### src/rtl/pnc_pkg.sv
package pnc_pkg;

    localparam int PALETTE_DEPTH = 256;
    localparam int IDX_W = $clog2(PALETTE_DEPTH);
    localparam int CNT_W = $clog2(PALETTE_DEPTH + 1);

    localparam int CFG_W = 9;
    localparam int OP_W = 2;
    localparam int IN_IDX_W = 8;
    localparam int CHAN_W = 8;
    localparam int COLOR_W = 4 * CHAN_W;
    localparam int OUT_IDX_W = 8;
    localparam int DIST_W = 10;

    localparam logic [CFG_W-1:0] COLORS_RESET = CFG_W'(256);

    typedef enum logic [OP_W-1:0] {
        OP_LOAD    = 2'd0,
        OP_EXACT   = 2'd1,
        OP_CLOSEST = 2'd2
    } op_t;

    typedef struct packed {
        logic             start;
        logic             wr_en;
        logic             rd_en;
        logic [IDX_W-1:0] rd_addr;
        logic             out_load;
    } cmd_t;

    typedef struct packed {
        logic stop;
    } status_t;

endpackage

### src/rtl/pnc_ctrl.sv
module pnc_ctrl (
    input  logic                          aclk,
    input  logic                          aresetn,
    input  logic                          s_tvalid,
    output logic                          s_tready,
    input  logic [pnc_pkg::OP_W-1:0]      s_op,
    output logic                          m_tvalid,
    input  logic                          m_tready,
    input  logic                          cfg_valid,
    output logic                          cfg_ready,
    input  logic [pnc_pkg::CFG_W-1:0]     cfg_data,
    input  pnc_pkg::status_t              status,
    output pnc_pkg::cmd_t                 cmd
);

    typedef enum logic [1:0] {
        ST_IDLE,
        ST_SCAN,
        ST_DRAIN,
        ST_DONE
    } state_t;

    localparam int SAT_W = (pnc_pkg::CFG_W > pnc_pkg::CNT_W) ? pnc_pkg::CFG_W : pnc_pkg::CNT_W;
    localparam logic [SAT_W-1:0] DEPTH_SAT = SAT_W'(pnc_pkg::PALETTE_DEPTH);

    state_t                       state_reg, state_next;
    logic [pnc_pkg::CFG_W-1:0]    colors_reg, colors_next;
    logic [pnc_pkg::CNT_W-1:0]    count_reg, count_next;
    logic [pnc_pkg::IDX_W-1:0]    addr_reg, addr_next;
    logic                         m_valid_reg, m_valid_next;

    logic                         accept;
    logic                         last_addr;
    logic [pnc_pkg::CNT_W-1:0]    count_sat;

    assign s_tready  = (state_reg == ST_IDLE);
    assign m_tvalid  = m_valid_reg;
    assign cfg_ready = 1'b1;
    assign accept    = s_tvalid && s_tready;
    assign last_addr = (pnc_pkg::CNT_W'(addr_reg) + pnc_pkg::CNT_W'(1)) == count_reg;

    always_comb begin
        if (SAT_W'(colors_reg) > DEPTH_SAT) begin
            count_sat = pnc_pkg::CNT_W'(pnc_pkg::PALETTE_DEPTH);
        end else begin
            count_sat = pnc_pkg::CNT_W'(colors_reg);
        end
    end

    always_comb begin
        cmd.start    = accept;
        cmd.wr_en    = accept && (s_op == pnc_pkg::OP_LOAD);
        cmd.rd_en    = (state_reg == ST_SCAN);
        cmd.rd_addr  = addr_reg;
        cmd.out_load = (state_reg == ST_DONE) && (!m_valid_reg || m_tready);
    end

    always_comb begin
        state_next   = state_reg;
        colors_next  = colors_reg;
        count_next   = count_reg;
        addr_next    = addr_reg;
        m_valid_next = m_valid_reg;

        if (cfg_valid && cfg_ready) begin
            colors_next = cfg_data;
        end
        if (m_valid_reg && m_tready) begin
            m_valid_next = 1'b0;
        end

        unique case (state_reg)
            ST_IDLE: begin
                if (accept) begin
                    unique case (s_op) inside
                        pnc_pkg::OP_EXACT, pnc_pkg::OP_CLOSEST: begin
                            count_next = count_sat;
                            addr_next  = '0;
                            if (count_sat == '0) begin
                                state_next = ST_DONE;
                            end else begin
                                state_next = ST_SCAN;
                            end
                        end
                        default: begin
                            state_next = ST_IDLE;
                        end
                    endcase
                end
            end
            ST_SCAN: begin
                addr_next = addr_reg + pnc_pkg::IDX_W'(1);
                if (status.stop) begin
                    state_next = ST_DONE;
                end else if (last_addr) begin
                    state_next = ST_DRAIN;
                end
            end
            ST_DRAIN: begin
                state_next = ST_DONE;
            end
            ST_DONE: begin
                if (cmd.out_load) begin
                    m_valid_next = 1'b1;
                    state_next   = ST_IDLE;
                end
            end
            default: begin
                state_next = ST_IDLE;
            end
        endcase
    end

    always_ff @(posedge aclk) begin
        if (!aresetn) begin
            state_reg   <= ST_IDLE;
            colors_reg  <= pnc_pkg::COLORS_RESET;
            count_reg   <= '0;
            addr_reg    <= '0;
            m_valid_reg <= 1'b0;
        end else begin
            state_reg   <= state_next;
            colors_reg  <= colors_next;
            count_reg   <= count_next;
            addr_reg    <= addr_next;
            m_valid_reg <= m_valid_next;
        end
    end

endmodule

### config.mk
export PLATFORM = sky130hd
export DESIGN_NAME = pnc_ctrl
export DESIGN_NICKNAME = d
export VERILOG_FILES = /design/src/rtl/pnc_pkg.sv /design/src/rtl/pnc_ctrl.sv
export SDC_FILE = /design/constraint.sdc
export NUM_CORES = 1
export LEC_CHECK = 0
export ABC_AREA = 1
export BUFFER_PORTS_ARGS = -buffer_cell sky130_fd_sc_hd__buf_2
export CAP_MARGIN = 40
export CORE_ASPECT_RATIO = 1.4
export CORE_MARGIN = 2
export CORE_UTILIZATION = 25
export DETAILED_ROUTE_END_ITERATION = 16
export PLACE_DENSITY = 0.42
export SLEW_MARGIN = 20
export SYNTH_ARGS = -nofsm -noshare
export SYNTH_HDL_FRONTEND = slang
export SYNTH_SLANG_ARGS = --single-unit
### constraint.sdc
create_clock -name aclk -period 2 [get_ports aclk]
set_clock_uncertainty 0.1 [all_clocks]
set_input_delay 0.4 -clock aclk [delete_from_list [all_inputs] [get_ports aclk]]
set_output_delay 0.4 -clock aclk [all_outputs]
set_load 0.005 [all_outputs]
# Word-level counts from Yosys, hierarchy flattened

Cells that the tools add are included.

$add $sub $neg: 2
Multipliers: 0
Div/mod/pow operators: 0
Order comparisons: 1
Equality and inequality tests: 10
Shifts and indexed selects: 0
Muxes and demuxes: 14
Bitwise gates (word level): 0
Reduce and logical (&&, ||, !) cells: 14

Operators by type and width:

| kind                                                  | count |
|---|---|
| 2-to-1 mux 8 bit                                      | 2 |
| case mux 8 bit (2 select lines)                       | 1 |
| 2-to-1 mux 2 bit                                      | 6 |
| adder 8 x 1 -> 9 bit, second input constant           | 1 |
| equality test 9 bit                                   | 1 |
| greater-than comparator 9 bit, second input constant  | 1 |
| logical NOT 9 bit                                     | 1 |
| 2-to-1 mux 9 bit                                      | 1 |
| AND reduction 3 bit                                   | 3 |
| adder 8 x 1 -> 8 bit, second input constant           | 1 |
| case mux 2 bit (4 select lines)                       | 1 |
| equality test 2 bit, second input constant            | 3 |
| equality test 2 x 1 -> 1 bit, second input constant   | 2 |
| logical AND 1 bit                                     | 4 |
| logical NOT 2 bit                                     | 2 |
| inequality test 2 x 1 -> 1 bit, second input constant | 2 |
| 2-to-1 mux 1 bit                                      | 3 |
| inequality test 3 x 2 -> 1 bit, second input constant | 1 |
| inequality test 2 bit, second input constant          | 1 |
| nonzero test 2 bit                                    | 1 |
| OR reduction 2 bit                                    | 1 |
| logical NOT 1 bit                                     | 1 |
| logical OR 1 bit                                      | 1 |

Register bits after elaboration: 29
Bits in latches: 0
RAM bits: 0
Memory bits (read-only): 0
Logic and storage cells: 46
Memories kept: 0

# Longest topological paths before layout

Depth in word-level cells: 7
Gate-level depth with buffers: 14

# Worst setup path before layout

No wires, ideal clock.

Path type: reg-to-reg
From: register addr_reg[0] (netlist name)
To: register state_reg[0]
Library setup time: 115 ps
Arrival: 1,526 ps
Required time: 1,785 ps
Setup slack: 259 ps
Cell stages (with the launch flop): 13
Buffers on the path: 0
Clock period less this slack: 1,741 ps
Cell sequence: dfxtp_1 > ha_1 > nand3_1 > o21bai_1 > nand2_1 > nand2_1 > nand2_1 > nor2_1 > nand3_1 > nand2_2 > nand3_1 > nand2_1 > nor2_1

Longest elaborated chain between the ends: 4

RTL lines:

| element                                  | RTL line        | source |
|---|---|---|
| start: declaration                       | pnc_ctrl.sv:29  | `logic [pnc_pkg::IDX_W-1:0] addr_reg, addr_next;` |
| start signal: assignment                 | pnc_ctrl.sv:125 | `addr_reg <= addr_next;` |
| adder 8 x 1 -> 9 bit                     | pnc_ctrl.sv:40  | `assign last_addr = (pnc_pkg::CNT_W'(addr_reg) + pnc_pkg::CNT_W'(1)) == count_reg;` |
| equality test 9 bit                      | pnc_ctrl.sv:40  |  |
| inequality test 3 x 2 -> 1 bit (no line) | n/a             |  |
| AND reduction 3 bit (no line)            | n/a             |  |
| end signal: assignment                   | pnc_ctrl.sv:122 | `state_reg <= state_next;` |
| end: declaration                         | pnc_ctrl.sv:26  | `state_t state_reg, state_next;` |

No other way between the ends.
A chain may end at the register's enable or synchronous reset.

# Worst setup path in the final report

From: register addr_reg[3] (netlist name)
To: register state_reg[0]

Same word-level chain as after synthesis.

==> flow_metrics.py <==
metrics = {
    "outcome": {
        "status": "completed",
    },
    "clock_tree": {
        "cts.path.max_buffers": 2,
        "cts_tree": "built",
        "htree_levels": 2,
        "clock-sinks": 29,
        "clkSlewWorstSetupHoldPaths_ns": 0.07,
        "cts_buffers": 5,
        "clk_latency_ns": 0.28,
        "root_buffer": "clkbuf_8",
    },
    "cells_and_area": {
        "num-fill-cells": 697,
        "register_area_sq_um": 582,
        "insertedDiodeCount": 0,
        "multi_input_area_sq_um": 822,
        "instances_no_fill": 339,
        "final_area_sq_mm": 0.00192,
        "drive_gt1_share_pct": 19.5,
        "syn_to_final_growth_pct": 21.8,
        "nets": 289,
        "final_util_pct": 31.1,
    },
    "global_routing": {
        "grt_pass1_wl_um": 6690,
        "antenna_found_initial": 0,
        "grt_max_degree": 18,
        "grt_overflow": 0,
        "grt_pass1_vias": 1487,
        "gr-usage-all-layers_pct": 12.0,
    },
    "floorplan": {
        "die_y_um": 97.9,
        "ioPinCount": 32,
        "die_w_um": 71.1,
        "rows": 34,
        "initial_core_util_pct": 25.5,
        "coreArea_sq_mm": 0.00617,
        "die_area_sq_mm": 0.00696,
    },
    "detailed_routing": {
        "wl_um": 3810,
        "postRouteAntennaNets": 0,
        "first_iter_violations": 45,
        "routedWlPerCell_um": 11.2,
        "viasPerCell": 4.35,
        "via_count": 1476,
        "dr.pass1.iters": 4,
        "route.detailed.drc": 0,
    },
    "worst_hold_path": {
        "whs_path_depth": 3,
        "min-delay-path-class": "in2reg",
    },
    "timing": {
        "drv_slew": 0,
        "setup_viol": 0,
        "hold_viol": 0,
        "fin_ws_ns": 0.225,
        "tns_ns": 0,
        "max_freq_mhz": 563,
        "relSlewSlack_pct": 66.6,
        "rsz0062_at_grt": "yes",
        "worst_pin_slew_ns": 0.500,
        "final.period_utilization_pct": 88.8,
        "hold_slack_ns": 0.236,
        "period_needed_ns": 1.78,
    },
    "logic_synthesis": {
        "syn_inst": 233,
        "synth_fp_nets": 256,
        "yosysMostFrequentCell": "nand2_1",
        "ys_seq_elements": 29,
        "synth_seq_area_share_pct": 36.9,
        "yosys.area.top_type_share_pct": 36.9,
        "synth_edf_count": 0,
        "ys_warn_count": 0,
        "ys_types": 26,
        "synthArstFlopShare_pct": 0,
        "synth_top_cell_by_area": "dfxtp_1",
        "synthTopCellsByArea": "dfxtp_1, nand2_1, inv_1",
        "synth-main-ff-cell": "dfxtp_1",
        "synthTopCellsByCount": "nand2_1, inv_1, dfxtp_1, a21oi_1, nor2_1",
        "avgSynthCellArea_sq_um": 6.76,
        "syn_area_sq_mm": 0.00158,
    },
    "power_and_ir_drop": {
        "p_switching_uw": 583,
        "total_power_mw": 1.74,
        "power_frac_comb_pct": 29.0,
        "p_per_area_mw_per_mm2": 905,
        "p_leak_nw": 0.868,
        "ir_worst_vdd_v": 0.000328,
        "internal_power_mw": 1.15,
        "switching_share_pct": 33.6,
        "p_seq_share_pct": 39.8,
        "p_clk_share_pct": 31.2,
    },
    "worst_setup_path": {
        "crit_path_end_kind": "flip-flop",
        "rrSetupSlack_ns": 0.22,
        "cp_max_fo": 8,
        "worstSetupPathType": "reg2reg",
        "rr_worst_depth": 11,
        "start_kind": "flip-flop",
        "cp.required_ns": 2.08,
        "worstPathArrival_ns": 1.85,
    },
    "flow_run": {
        "cap_violations": 0,
    },
    "placed_design": {
        "io_buffers": 30,
        "dp_hpwl_um": 2970,
        "place_congestion": 0.771,
        "place_inst": 331,
        "place_area_sq_mm": 0.00180,
        "dp_slack_ns": 0.0825,
    },
}
## power by group through the flow
| stage | logic, mW | registers [mW] | clock network, mW |
|---|---|---|---|
| global placement | 0.504 | 0.703 | 0 |
| global route | 0.583 | 0.698 | 0.585 |
| floorplan | 0.350 | 0.692 | 0 |
| CTS | 0.505 | 0.691 | 0.564 |
| finish | 0.504 | 0.690 | 0.541 |
| detailed placement | 0.502 | 0.704 | 0 |
## cells in the final DEF (no fill, tap or decap), drive strengths merged, types with 2 or more instances in the layout
| cell | synthesis | layout |
|---|---|---|
| o21bai | 2 | 2 |
| a211oi | 2 | 2 |
| nand3b | 3 | 3 |
| clkbuf | 5 | 7 |
| inv | 36 | 36 |
| buf | 4 | 35 |
| nand2 | 51 | 51 |
| nor2 | 25 | 25 |
| a21oi | 23 | 23 |
| a22oi | 3 | 3 |
| nand4 | 3 | 3 |
| xor2 | 2 | 2 |
| o21ai | 15 | 15 |
| dfxtp | 29 | 29 |
| nand3 | 17 | 17 |
| ha | 6 | 6 |
## routing by layer
metal / vias up / GRT usage (%) / wire, um / share of wire, %
met2: 21 / 21.6 / 1940 / 51
met1: 642 / 13.2 / 1680 / 44
met4: 0 / 5.37 / 74 / 1.9
li1: 806 / - / - / -
met5: - / 0 / 0 / 0
met3: 7 / 2.89 / 123 / 3.2
## critical path, stage by stage, from the launching register on
cell	delay [ns]
dfxtp_1	0.45
buf_4	0.16
nand2_1	0.06
nor2_1	0.11
nand2_1	0.07
and2_1	0.17
nor2_1	0.10
nor2_1	0.05
nand3_1	0.11
nand2_2	0.08
a21oi_1	0.14
nor2_1	0.06
## final timing paths
| check | start | end |
|---|---|---|
| max | addr_reg[3] | state_reg[0] |
| max reg2reg | addr_reg[3] | state_reg[0] |
| min | cfg_data[8] | colors_reg[8] |
| min reg2reg | colors_reg[4] | count_reg[4] |
## cell type report
| cell class | count | area share (%) |
|---|---|---|
| Multi-Input combinational cell | 159 | 42.9 |
| Sequential cell | 29 | 30.3 |
| Timing Repair Buffer | 35 | 9.78 |
| Inverter | 36 | 7.05 |
| Clock buffer | 7 | 5.02 |
| Tap cell | 72 | 4.70 |
| Clock inverter | 1 | 0.261 |
## cell families after synthesis
group	synth area share, %
xor+xnor	1.67
fa+ha+maj	4.77
buf+inv	11.7
compound gates	16.4
simple gates	28.4
flops	36.9
other cells	0.238
## what timing repair did
item	CTS	global route
hold buffers	0	0
gates resized for setup	0	4
endpoints found under the setup margin	0	8
buffers inserted	0	0
(Power assumes the default switching activity.)
